<file path="src/rtl/core/jeq_pkg.sv">
// Shared types, codes and sizes of the elimination queue.
package jeq_pkg;

  localparam int unsigned MAX_ITEMS_DEF = 256;
  localparam int unsigned ID_W          = 9;
  localparam int unsigned CNT_W         = 9;
  localparam int unsigned STEP_W        = 16;
  localparam int unsigned STAT_W        = 2;
  localparam int unsigned APB_DW        = 32;
  localparam int unsigned APB_AW        = 3;
  localparam int unsigned NUM_ITEMS_RST = 256;

  localparam logic REQ_RESTART = 1'b0;
  localparam logic REQ_CAPTURE = 1'b1;

  localparam logic REG_NUM_ITEMS = 1'b0;

  localparam logic [STAT_W-1:0] ST_CAPTURED = 2'd0;
  localparam logic [STAT_W-1:0] ST_RESTART  = 2'd1;
  localparam logic [STAT_W-1:0] ST_EMPTY    = 2'd2;

  typedef struct packed {
    logic load;
    logic rotate;
    logic shift;
  } jeq_cell_ctl_t;

endpackage

</file>
<file path="src/rtl/core/jeq_cell.sv">
// One position of the circular id order; moves its id towards the front.
module jeq_cell import jeq_pkg::*; #(
  parameter int unsigned CELL_IDX = 0
) (
  input  logic            clk,
  input  logic            rst_n,
  input  jeq_cell_ctl_t   ctl,
  input  logic [CNT_W-1:0] count,
  input  logic [ID_W-1:0] next_id,
  input  logic [ID_W-1:0] front_id,
  output logic [ID_W-1:0] id_out
);

  localparam logic [ID_W-1:0] RST_ID = ID_W'(CELL_IDX + 1);
  localparam int unsigned     POS    = CELL_IDX + 1;

  logic [ID_W-1:0] id_r;
  logic [ID_W-1:0] id_nxt;
  logic            is_last;

  // the tail of the live order takes the front id on a rotation
  assign is_last = (32'(count) == POS);

  always_comb begin
    id_nxt = id_r;
    if (ctl.load) begin
      id_nxt = RST_ID;
    end else if (ctl.rotate) begin
      id_nxt = is_last ? front_id : next_id;
    end else if (ctl.shift) begin
      id_nxt = next_id;
    end
  end

  always_ff @(posedge clk) begin
    if (!rst_n) begin
      id_r <= RST_ID;
    end else begin
      id_r <= id_nxt;
    end
  end

  assign id_out = id_r;

endmodule

</file>
<file path="config.mk">
export PLATFORM = sky130hd
export DESIGN_NAME = jeq_cell
export DESIGN_NICKNAME = d
export VERILOG_FILES = /design/src/rtl/core/jeq_pkg.sv /design/src/rtl/core/jeq_cell.sv
export SDC_FILE = /design/constraint.sdc
export NUM_CORES = 1
export LEC_CHECK = 0
export BUFFER_PORTS_ARGS = -buffer_cell sky130_fd_sc_hd__buf_2
export CORE_UTILIZATION = 34
export CTS_CLUSTER_SIZE = 12
export DETAILED_ROUTE_END_ITERATION = 10
export GPL_ROUTABILITY_DRIVEN = 0
export PLACE_DENSITY = 0.71
export RECOVER_POWER = 25
export SLEW_MARGIN = 20
export SYNTH_ARGS = -nofsm -noshare
export SYNTH_HDL_FRONTEND = slang
export SYNTH_SLANG_ARGS = --single-unit
</file>
<file path="constraint.sdc">
create_clock -name clk -period 1.3 [get_ports clk]
set_input_delay 0.13 -clock clk [delete_from_list [all_inputs] [get_ports clk]]
set_output_delay 0.13 -clock clk [all_outputs]
set_load 0.01 [all_outputs]
</file>
* Word level (Yosys, flattened, before mapping) *
Index checks and enable logic that the tools add are counted.

word-level totals
  register bits = 9
  bits of input ports = 32
  output and inout port bits = 9
  word-level logic and storage cells = 8

cells by class
  eq/ne operators = 1
  muxes and demuxes = 3
  bitwise logic cells = 1
  reductions and logical operators = 2

operator list
  cell                                            number
  two-way mux 9 bit                               3
  == test 9 x 1 -> 1 bit (second input constant)  1
  nonzero test 2 bit                              1
  OR reduction 2 bit                              1
  NOT 1 bit                                       1

* Logic depth before layout (Yosys ltp) *
  word-level depth = 3
  depth in mapped cells = 5
  gate-level depth less buffers = 3

* Worst setup path before layout *
Ideal clock, no wire load.

  path type = input to register
  from = input port count[8]
  to = register id_r[1] (netlist: id_out[1])
  setup time = 0.136 ns
  arrival time = 1.094 ns
  required time = 1.164 ns
  setup slack = 0.070 ns
  stages on the path = 4
  buffers on the path = 1
  path through = or4b_4 > buf_6 > o31ai_1 > a31oi_1

on the way
  cells in the longest elaborated chain, start to end = 3

ends and longest elaborated chain
  item                    RTL line        source
  start, declared         jeq_cell.sv:8   input logic [CNT_W-1:0] count,
  == test 9 x 1 -> 1 bit  jeq_cell.sv:22  assign is_last = (32'(count) == POS);
  two-way mux 9 bit       jeq_cell.sv:29  id_nxt = is_last ? front_id : next_id;
  two-way mux 9 bit       jeq_cell.sv:28  end else if (ctl.rotate) begin
  end signal, assigned    jeq_cell.sv:39  id_r <= id_nxt;
  end, declared           jeq_cell.sv:17  logic [ID_W-1:0] id_r;

No other way between the ends.
A chain may end at the register's enable or synchronous reset.

* Worst setup path after layout *
  from = input port count[1]
  to = register id_r[8] (netlist: id_out[8])

Same word-level chain as after synthesis.

==> results.sh <==
export IMPL_grt_pass1_vias=604
export IMPL_critPathKind="primary input to flip-flop"
export IMPL_grt_overflow=0
export IMPL_synth_fa_ha_area_frac=0
export IMPL_grt_util_all_layers=0.186
export IMPL_start_kind="primary input"
export IMPL_synth_xor_area_frac=0
export IMPL_slowest_stage="or4b_1"
export IMPL_drc_errors=0
export IMPL_reg2regPathDepth=3
export IMPL_crit_buf_inv=2
export IMPL_grt_pass1_wl_um=2640
export IMPL_synth_cell_types=19
export IMPL_die_x_um=42.2
export IMPL_status="finished, final reports clean"
export IMPL_area_delta_synth_final_pct=55.1
export IMPL_r2r_slack_ns=0.42
export IMPL_worstHoldEndpoint="id_out[2]$_SDFFE_PP0P_"
export IMPL_rsz0062_at_grt="false"
export IMPL_max_stage_delay_ns=0.51
export IMPL_synth_seq_cells=9
export IMPL_critPathMaxFanout=9
export IMPL_drt_wl_total_um=1640
export IMPL_ctsHtreeMaxLevel=1
export IMPL_seq_area_frac_synth=0.328
export IMPL_clock_sinks=9
export IMPL_end_kind="flip-flop"
export IMPL_worst_slack_ns=0.165
export IMPL_syn_avg_cell_area_um2=9.00
export IMPL_synth_simple_gate_area_frac=0.296
export IMPL_io_pins=41
export IMPL_die_h_um=42.2
export IMPL_vias=709
export IMPL_max_slew_margin_rel=0.812
export IMPL_antenna_cells=0
export IMPL_tritoncts="done"
export IMPL_setup_tns_final_ns=0
export IMPL_drtIter0Drc=15
export IMPL_cts_hold_buf=0
export IMPL_total_power_uw=677
export IMPL_drive_gt1_frac=0.509
export IMPL_hold_violations=0
export IMPL_setup_viol=0
export IMPL_cts_resized=0
export IMPL_fin_skew_ns=0
export IMPL_power_leakage_nw=0.372
export IMPL_fin_crit_sh=0.873
export IMPL_core_um2=1510
export IMPL_grt_max_degree=18
export IMPL_ant_nets=0
export IMPL_worstHoldPathCells=3
export IMPL_syn_inst=61
export IMPL_vias_per_cell=5.54
export IMPL_row_count=14
export IMPL_slew_viol_final=0
export IMPL_dieArea_um2=1780
export IMPL_tightest_slew_ns=0.282
export IMPL_cts_made_buffers=3
export IMPL_fin_nets=145
export IMPL_cts_setup_buffers=0
export IMPL_min_from="next_id[2]"
export IMPL_path_clk_slew_ns=0.07
export IMPL_portBuffers=40
export IMPL_dp_slack_ns=-0.104
export IMPL_timing_rr_start="id_out[0]$_SDFFE_PP1P_"
export IMPL_insertion_delay_ns=0.25
export IMPL_antenna_found_initial=0
export IMPL_dp_hpwl_um=1230
export IMPL_use_met2=0.292
export IMPL_start_util=0.365
export IMPL_crit_family="simple AND/OR/NAND/NOR gates"
export IMPL_period_needed_ns=1.14
export IMPL_synth_fp_nets=93
export IMPL_grt_util_met3=0.0216
export IMPL_syn_area_um2=549
export IMPL_yosysWarningCount=0
export IMPL_grt_most_used_layer="met2"
export IMPL_cts_max_path_buffers=2
export IMPL_timing_hold_ws_ns=0.137
export IMPL_largest_reg_flops=9
export IMPL_critical_path_cell_chain="buf_2 > or4b_1 > buf_4 > o31ai_1 > a31oi_1"
export IMPL_cap_violations=0
export IMPL_power_density_nw_per_um2=794
export IMPL_synth_mux_area_frac=0
export IMPL_first_pass_iters=4
export IMPL_utilization=0.566
export IMPL_fmax_mhz=881
export IMPL_avgRoutedWirePerCell_um=12.8
export IMPL_worstPathArrival_ns=1.27
export IMPL_synth_top_family_by_area="compound AO/OA/AOI/OAI gates"
export IMPL_peakVddDrop_mv=0.306
export IMPL_crit_reg2reg_capture="id_out[0]$_SDFFE_PP1P_"
export IMPL_root_buffer="clkbuf_4"
export IMPL_critPathRequiredTime_ns=1.43
export IMPL_hold_class="primary input to flip-flop"
export IMPL_synth_compound_area_frac=0.317
export IMPL_met1_usage=0.265
==> synthesized netlist by cell type <==
library cell / instances / area share
nor4_2: 1 / 0.023
or4b_4: 1 / 0.025
a21oi_1: 1 / 0.0091
nor2b_1: 1 / 0.011
dfxtp_1: 9 / 0.33
o21ai_0: 10 / 0.091
a31oi_1: 8 / 0.091
nor2_1: 1 / 0.0068
buf_6: 1 / 0.020
or2_2: 2 / 0.023
nor4b_4: 2 / 0.087
clkbuf_1: 2 / 0.014
inv_1: 1 / 0.0068
clkbuf_2: 2 / 0.018
o31ai_1: 8 / 0.11
or3_1: 1 / 0.011
or4b_1: 1 / 0.018
nand4_1: 8 / 0.091
o221ai_1: 1 / 0.016
==> report_power, final <==
group	leakage, nW	internal, mW	switching (mW)	total [mW]
logic	0.283	0.0847	0.0782	0.163
clock network	0.0150	0.118	0.101	0.219
registers	0.0739	0.289	0.00585	0.295
==> cell families (layout without fill, tap and decap cells) <==
group,after synthesis,count (layout)
buf+inv,6,57
flops,9,9
compound gates,28,28
simple gates,18,18
==> stage by stage <==
stage          instance area (um2)  instances
2_1_floorplan                  549         61
5_1_grt                        852        128
4_1_cts                        857        128
3_3_place_gp                   831        124
3_5_place_dp                   831        124
6_report                       852        128
==> placed cells by master, fill, tap and decap left out, types with 2 or more instances in the layout <==
master,Yosys,final
nor4b_4,2,2
clkbuf_4,0,3
o21ai_0,10,10
buf_2,0,36
o31ai_1,8,8
a31oi_1,8,8
dfxtp_1,9,9
buf_4,0,12
nand4_1,8,8
or2_2,2,2
clkbuf_1,2,5
==> how the worst max path moves through the flow <==
stage                  start                endpoint  slack, ns  cells after the start
floorplan           count[8]  id_out[1]$_SDFFE_PP0P_       0.07                      4
global placement    count[1]  id_out[8]$_SDFFE_PP0P_       -0.1                      5
detailed placement  count[1]  id_out[5]$_SDFFE_PP0P_      -0.10                      5
CTS                 count[1]  id_out[5]$_SDFFE_PP0P_       0.17                      5
global route        count[1]  id_out[5]$_SDFFE_PP0P_       0.12                      5
finish              count[1]  id_out[8]$_SDFFE_PP0P_       0.16                      5
==> routing by layer <==
layer	vias to the layer above	wire (um)
met4	0	13
li1	352	-
met1	303	708
met2	52	736
met3	2	183
met5	-	0
==> worst reg2reg max path: stages (launching register included) <==
cell	delay (ns)
dfxtp_1	0.31
inv_1	0.05
o221ai_1	0.10
or3_1	0.31
==> final cells by class <==
cell class              instances  area (um2)
inverters                       1        3.75
clock buffers                   4        26.3
fillers                       142         654
repair buffers                 52         285
multi-input cells              46         337
flip-flops and latches          9         180
well taps                      16        20.0
(Power assumes the default switching activity.)
