### config.mk
export PLATFORM = sky130hd
export DESIGN_NAME = jeq_mod
export DESIGN_NICKNAME = d
export VERILOG_FILES = /design/src/rtl/core/jeq_pkg.sv /design/src/rtl/core/jeq_mod.sv
export SDC_FILE = /design/constraint.sdc
export NUM_CORES = 1
export LEC_CHECK = 0
export BUFFER_PORTS_ARGS = -buffer_cell sky130_fd_sc_hd__buf_2
export CORE_MARGIN = 2
export CORE_UTILIZATION = 59
export CTS_BUF_LIST = sky130_fd_sc_hd__clkbuf_8 sky130_fd_sc_hd__clkbuf_16
export DETAILED_ROUTE_END_ITERATION = 8
export PLACE_DENSITY = 0.82
export SLEW_MARGIN = 40
export SYNTH_ARGS = -nofsm -noshare
export SYNTH_HDL_FRONTEND = slang
export SYNTH_SLANG_ARGS = --single-unit
### constraint.sdc
create_clock -name clk -period 5 [get_ports clk]
set_input_delay 0.75 -clock clk [delete_from_list [all_inputs] [get_ports clk]]
set_output_delay 0.75 -clock clk [all_outputs]
set_load 0.05 [all_outputs]
### src/rtl/core/jeq_pkg.sv
// Shared types, codes and sizes of the elimination queue.
package jeq_pkg;

  localparam int unsigned MAX_ITEMS_DEF = 256;
  localparam int unsigned ID_W          = 9;
  localparam int unsigned CNT_W         = 9;
  localparam int unsigned STEP_W        = 16;
  localparam int unsigned STAT_W        = 2;
  localparam int unsigned APB_DW        = 32;
  localparam int unsigned APB_AW        = 3;
  localparam int unsigned NUM_ITEMS_RST = 256;

  localparam logic REQ_RESTART = 1'b0;
  localparam logic REQ_CAPTURE = 1'b1;

  localparam logic REG_NUM_ITEMS = 1'b0;

  localparam logic [STAT_W-1:0] ST_CAPTURED = 2'd0;
  localparam logic [STAT_W-1:0] ST_RESTART  = 2'd1;
  localparam logic [STAT_W-1:0] ST_EMPTY    = 2'd2;

  typedef struct packed {
    logic load;
    logic rotate;
    logic shift;
  } jeq_cell_ctl_t;

endpackage

### src/rtl/core/jeq_mod.sv
// Bit-serial remainder of the step count by the number of ids left.
module jeq_mod import jeq_pkg::*; (
  input  logic              clk,
  input  logic              rst_n,
  input  logic              start,
  input  logic [STEP_W-1:0] dividend,
  input  logic [CNT_W-1:0]  divisor,
  output logic              done,
  output logic [CNT_W-1:0]  rem
);

  localparam int unsigned BCNT_W = $clog2(STEP_W + 1);

  logic              busy_r,  busy_nxt;
  logic              done_r,  done_nxt;
  logic [BCNT_W-1:0] bcnt_r,  bcnt_nxt;
  logic [STEP_W-1:0] dvd_r,   dvd_nxt;
  logic [CNT_W:0]    rem_r,   rem_nxt;
  logic [CNT_W:0]    trial;
  logic [CNT_W-1:0]  div_r,   div_nxt;

  assign trial = {rem_r[CNT_W-1:0], dvd_r[STEP_W-1]};

  always_comb begin
    busy_nxt = busy_r;
    done_nxt = 1'b0;
    bcnt_nxt = bcnt_r;
    dvd_nxt  = dvd_r;
    rem_nxt  = rem_r;
    div_nxt  = div_r;
    if (start) begin
      busy_nxt = 1'b1;
      bcnt_nxt = BCNT_W'(STEP_W);
      dvd_nxt  = dividend;
      rem_nxt  = '0;
      div_nxt  = divisor;
    end else if (busy_r) begin
      // bring down one dividend bit, subtract where it fits
      rem_nxt  = (trial >= {1'b0, div_r}) ? trial - {1'b0, div_r} : trial;
      dvd_nxt  = {dvd_r[STEP_W-2:0], 1'b0};
      bcnt_nxt = bcnt_r - 1'b1;
      if (bcnt_r == BCNT_W'(1)) begin
        busy_nxt = 1'b0;
        done_nxt = 1'b1;
      end
    end
  end

  always_ff @(posedge clk) begin
    if (!rst_n) begin
      busy_r <= 1'b0;
      done_r <= 1'b0;
      bcnt_r <= '0;
    end else begin
      busy_r <= busy_nxt;
      done_r <= done_nxt;
      bcnt_r <= bcnt_nxt;
    end
    dvd_r <= dvd_nxt;
    rem_r <= rem_nxt;
    div_r <= div_nxt;
  end

  assign done = done_r;
  assign rem  = rem_r[CNT_W-1:0];

endmodule

# Yosys cells after proc, flatten, opt, wreduce, memory -nomap -nowiden
# Index checks and enable logic that the tools add are counted.
# classes
n_addsub	2
magnitude_cmp	1
n_eq_ne	1
mux	9
n_bitwise	2
n_reduce_logical	3
# op_table
cell	count
$mux 16	2
$ge 10x9->1	1
$mux 5	2
$mux 9	1
$sub 9x9->9	1
$eq 5x1->1 const B	1
$sub 5x1->5 const B	1
$mux 1	4
$reduce_or 3->1	1
$not 1->1	2
$reduce_bool 2->1	1
$reduce_or 2->1	1
# word_totals
register_bits	41
inputBits	28
output_inout_bits	10
word_cells	25

# Depth between registers and ports, before layout
# depth
ltp_word	4
ltp_mapped	10
depth_no_buf	9

# Worst setup path after synthesis
# OpenSTA, ideal clock, no wires.
# synth_path
kind	flip-flop to flip-flop
start	reg rem_r[4]
end	reg rem_r[1]
setup_ps	91
arrival_ps	2106
t_required_ps	4909
slack_ps	2803
stages_incl_launch_ff	8
path_buffers	1
period_less_slack_ps	2197
cell_sequence	dfxtp_1 ha_1 o21a_1 o311a_1 a21bo_1 buf_6 nand3_1 a311oi_1
# synth_via
elab_chain_len	2
# synth_lines
item	line_no	rtl
start: declaration	jeq_mod.sv:18	logic [CNT_W:0] rem_r, rem_nxt;
start signal: assignment	jeq_mod.sv:60	rem_r <= rem_nxt;
$ge 10x9->1	jeq_mod.sv:39	rem_nxt = (trial >= {1'b0, div_r}) ? trial - {1'b0, div_r} : trial;
$mux 9	jeq_mod.sv:39	
# Every way passes these cells.
# A chain may end at the register's enable or synchronous reset.

# Worst setup path in the final report
# layout_path
start	reg dvd_r[15]
end	reg rem_r[1]
# layout_via
elab_chain_len	2
word_cells_on_any_way	3
cone_classes	add/sub: 1; order compare: 1; mux: 1
# layout_lines
item	line_no	rtl
start: declaration	jeq_mod.sv:17	logic [STEP_W-1:0] dvd_r, dvd_nxt;
start signal: assignment	jeq_mod.sv:59	dvd_r <= dvd_nxt;
$sub 9x9->9 or $ge 10x9->1 (tied branches)	jeq_mod.sv:39	
$mux 9 (*)	jeq_mod.sv:39	
# Every way passes the cells marked *; elsewhere a longest branch is shown, timed or not.

==> results.cfg <==
[run_status]
status = complete, no violations

[setup_path]
reg2reg_depth = 9
cp-end-kind = register
r2r_start = dvd_r[15]$_DFFE_PP_
critPathLaunchType = register
crit_required_ns = 5.20
worstSetupStartpoint = dvd_r[15]$_DFFE_PP_
worstPathArrival_ns = 2.58
path_class = register to register
cp_max_fo = 9

[clock_tree]
ctsHoldBuffers = 0
cts_tree = yes
clk_pin_slew_ns = 0.08
cts_max_level = 2
clock_sink_count = 41
cts-root-buf = clkbuf_8
numCtsBuffers = 5
worstSkewPairLatency_ns = 0.29
post_cts_buffers = 0
clock_path_buffers = 2
cts_resized = 0

[route]
drt_wl_total_um = 3890
dr.pass1.iters = 5
drc_errors = 0
wire_per_inst_um = 14.7
viasPerCell = 5.66
num_vias = 1495
ant_nets = 0
drt_iter0_drc = 90

[power]
peakVddDrop_mv = 0.207
pwr_density_cell_mw_per_mm2 = 300
leakagePower_nw = 0.984

[logic_synthesis]
synth_area_leader_cell = edfxtp_1
yosys_register_bits = 41
ys.flop_type = edfxtp_1
post_synth.cell_area_avg_um2 = 11.8
synth_edf_count = 25
async_flop_share_pct = 0
syn_nets = 218
syn_area_mm2 = 0.00211
yosysSeqAreaShare_pct = 50.9
synth_common_cells = edfxtp_1, dfxtp_1, mux2_2, inv_1, nor2_1
ys_warn_count = 0
syn-instance-count = 178
synth_cell_type_count = 46
synth_most_common_cell = edfxtp_1
synth_area_leaders = edfxtp_1, dfxtp_1, mux2_2, ha_1, inv_1
synth_top_area_share_pct = 35.7

[placement]
dp_hpwl_um = 2840
numPortBuffers = 37
gp_congestion = 0.857
numPlacedInstances = 256
place_area_mm2 = 0.00229

[cells_and_area]
drive_above_1_share_pct = 30.3
diodes = 0
nNetsFinal = 257
final_cell_area_mm2 = 0.00238
area_delta_synth_final_pct = 13.0
finalNonFillerCells = 264

[timing]
skew_ns = 0.00530
min_period_over_period_pct = 47.5
hold_violations = 0
tightest_slew_ns = 0.675
slew_headroom_pct = 55.0
rsz0062_at_grt = no
finalSetupViolCount = 0
slew_viol_final = 0
period_minus_slack_ns = 2.37
clock.fmax_mhz = 421
tns_ns = 0

[floorplanning]
io_pins = 38
core-area_mm2 = 0.00339
rows = 21
die_h_um = 63.7
die_area_mm2 = 0.00406
initial_core_util_pct = 62.1
die_x_um = 63.7

[global_route]
grt_max_degree = 34
antenna_found_initial = 0
track_usage_pct = 22.1
globalRouteOverflowTotal = 0
grt_pass1_wl_um = 6740
grt_pass1_vias = 1488

[hold_path]
hold_path_class = register to register
min-delay-start = rem_r[8]$_SDFFE_PP0P_
holdPathStages = 2

[run]
cap_viol_max_count = 0
## state kept, by name, indices dropped and copies added (netlist names)
| signal | cells |
|---|---|
| done | 1 |
| bcnt_r | 5 |
| dvd_r | 16 |
| busy_r | 1 |
| div_r | 9 |
| rem_r | 9 |
## worst max-delay path, stage by stage (launching register included)
cell      delay [ns]
edfxtp_1        0.40
inv_1           0.08
ha_1            0.17
inv_1           0.05
fa_1            0.41
a211oi_1        0.31
or2_4           0.21
a21bo_1         0.26
nand3_1         0.12
a311oi_1        0.27
## worst paths after layout
check / to / slack (ns)
max reg2reg: rem_r[1]$_SDFFE_PP0P_ / 2.63
min reg2reg: rem_r[8]$_SDFFE_PP0P_ / 0.51
max: rem_r[1]$_SDFFE_PP0P_ / 2.63
min: rem_r[8]$_SDFFE_PP0P_ / 0.51
## routing by layer
metal	routed length [µm]	GRT usage (%)	up-vias
li1	-	-	741
met1	1730	29.2	687
met2	1810	33.9	60
met3	263	6.34	7
met4	85	10.3	0
met5	0	0	-
## placed cells by master, fill, tap and decap left out, types with 5 or more instances in the layout
cell / synthesis / layout
o31ai_1: 5 / 5
nand2_1: 8 / 8
ha_1: 11 / 11
xor2_1: 5 / 5
edfxtp_1: 25 / 25
inv_1: 14 / 15
buf_2: 0 / 37
nor2_1: 12 / 12
dfxtp_1: 16 / 16
clkbuf_8: 2 / 5
mux2_2: 15 / 15
## power by group
group | total [mW] | internal, mW | switching (mW)
Clock | 0.205 | 0.0946 | 0.110
Combinational | 0.110 | 0.0496 | 0.0606
Sequential | 0.399 | 0.387 | 0.0120
## layout make-up
type,instances,area [µm²]
multi-input combinational,118,928
timing repair buffer,37,185
tap,46,57.6
inverter,14,52.6
sequential,41,1070
fill,247,1010
clock inverter,3,15.0
clock buffer,5,68.8
## per-stage QoR
stage	utilization, %	hold slack, ns	power (mW)	setup slack [ns]
2_1_floorplan	-	0.469	0.485	2.80
3_3_place_gp	67.7	0.478	0.511	2.62
3_5_place_dp	67.7	0.489	0.516	2.54
4_1_cts	70.2	0.499	0.721	2.64
5_1_grt	70.2	0.537	0.751	2.40
6_report	70.2	0.506	0.714	2.63
## cell families (layout without fill, tap and decap cells)
group	count (synthesis)	count (layout)	synth area share, %
multiplexers	15	15	8.02
flip-flops	41	41	50.9
XOR/XNOR	9	9	3.74
buffers and inverters	19	59	5.05
adder cells (fa/ha/maj)	12	12	7.49
AO/OA/AOI/OAI	38	38	14.3
AND/OR/NAND/NOR	44	44	10.6
Note: power is estimated with default switching activity, not from simulation.
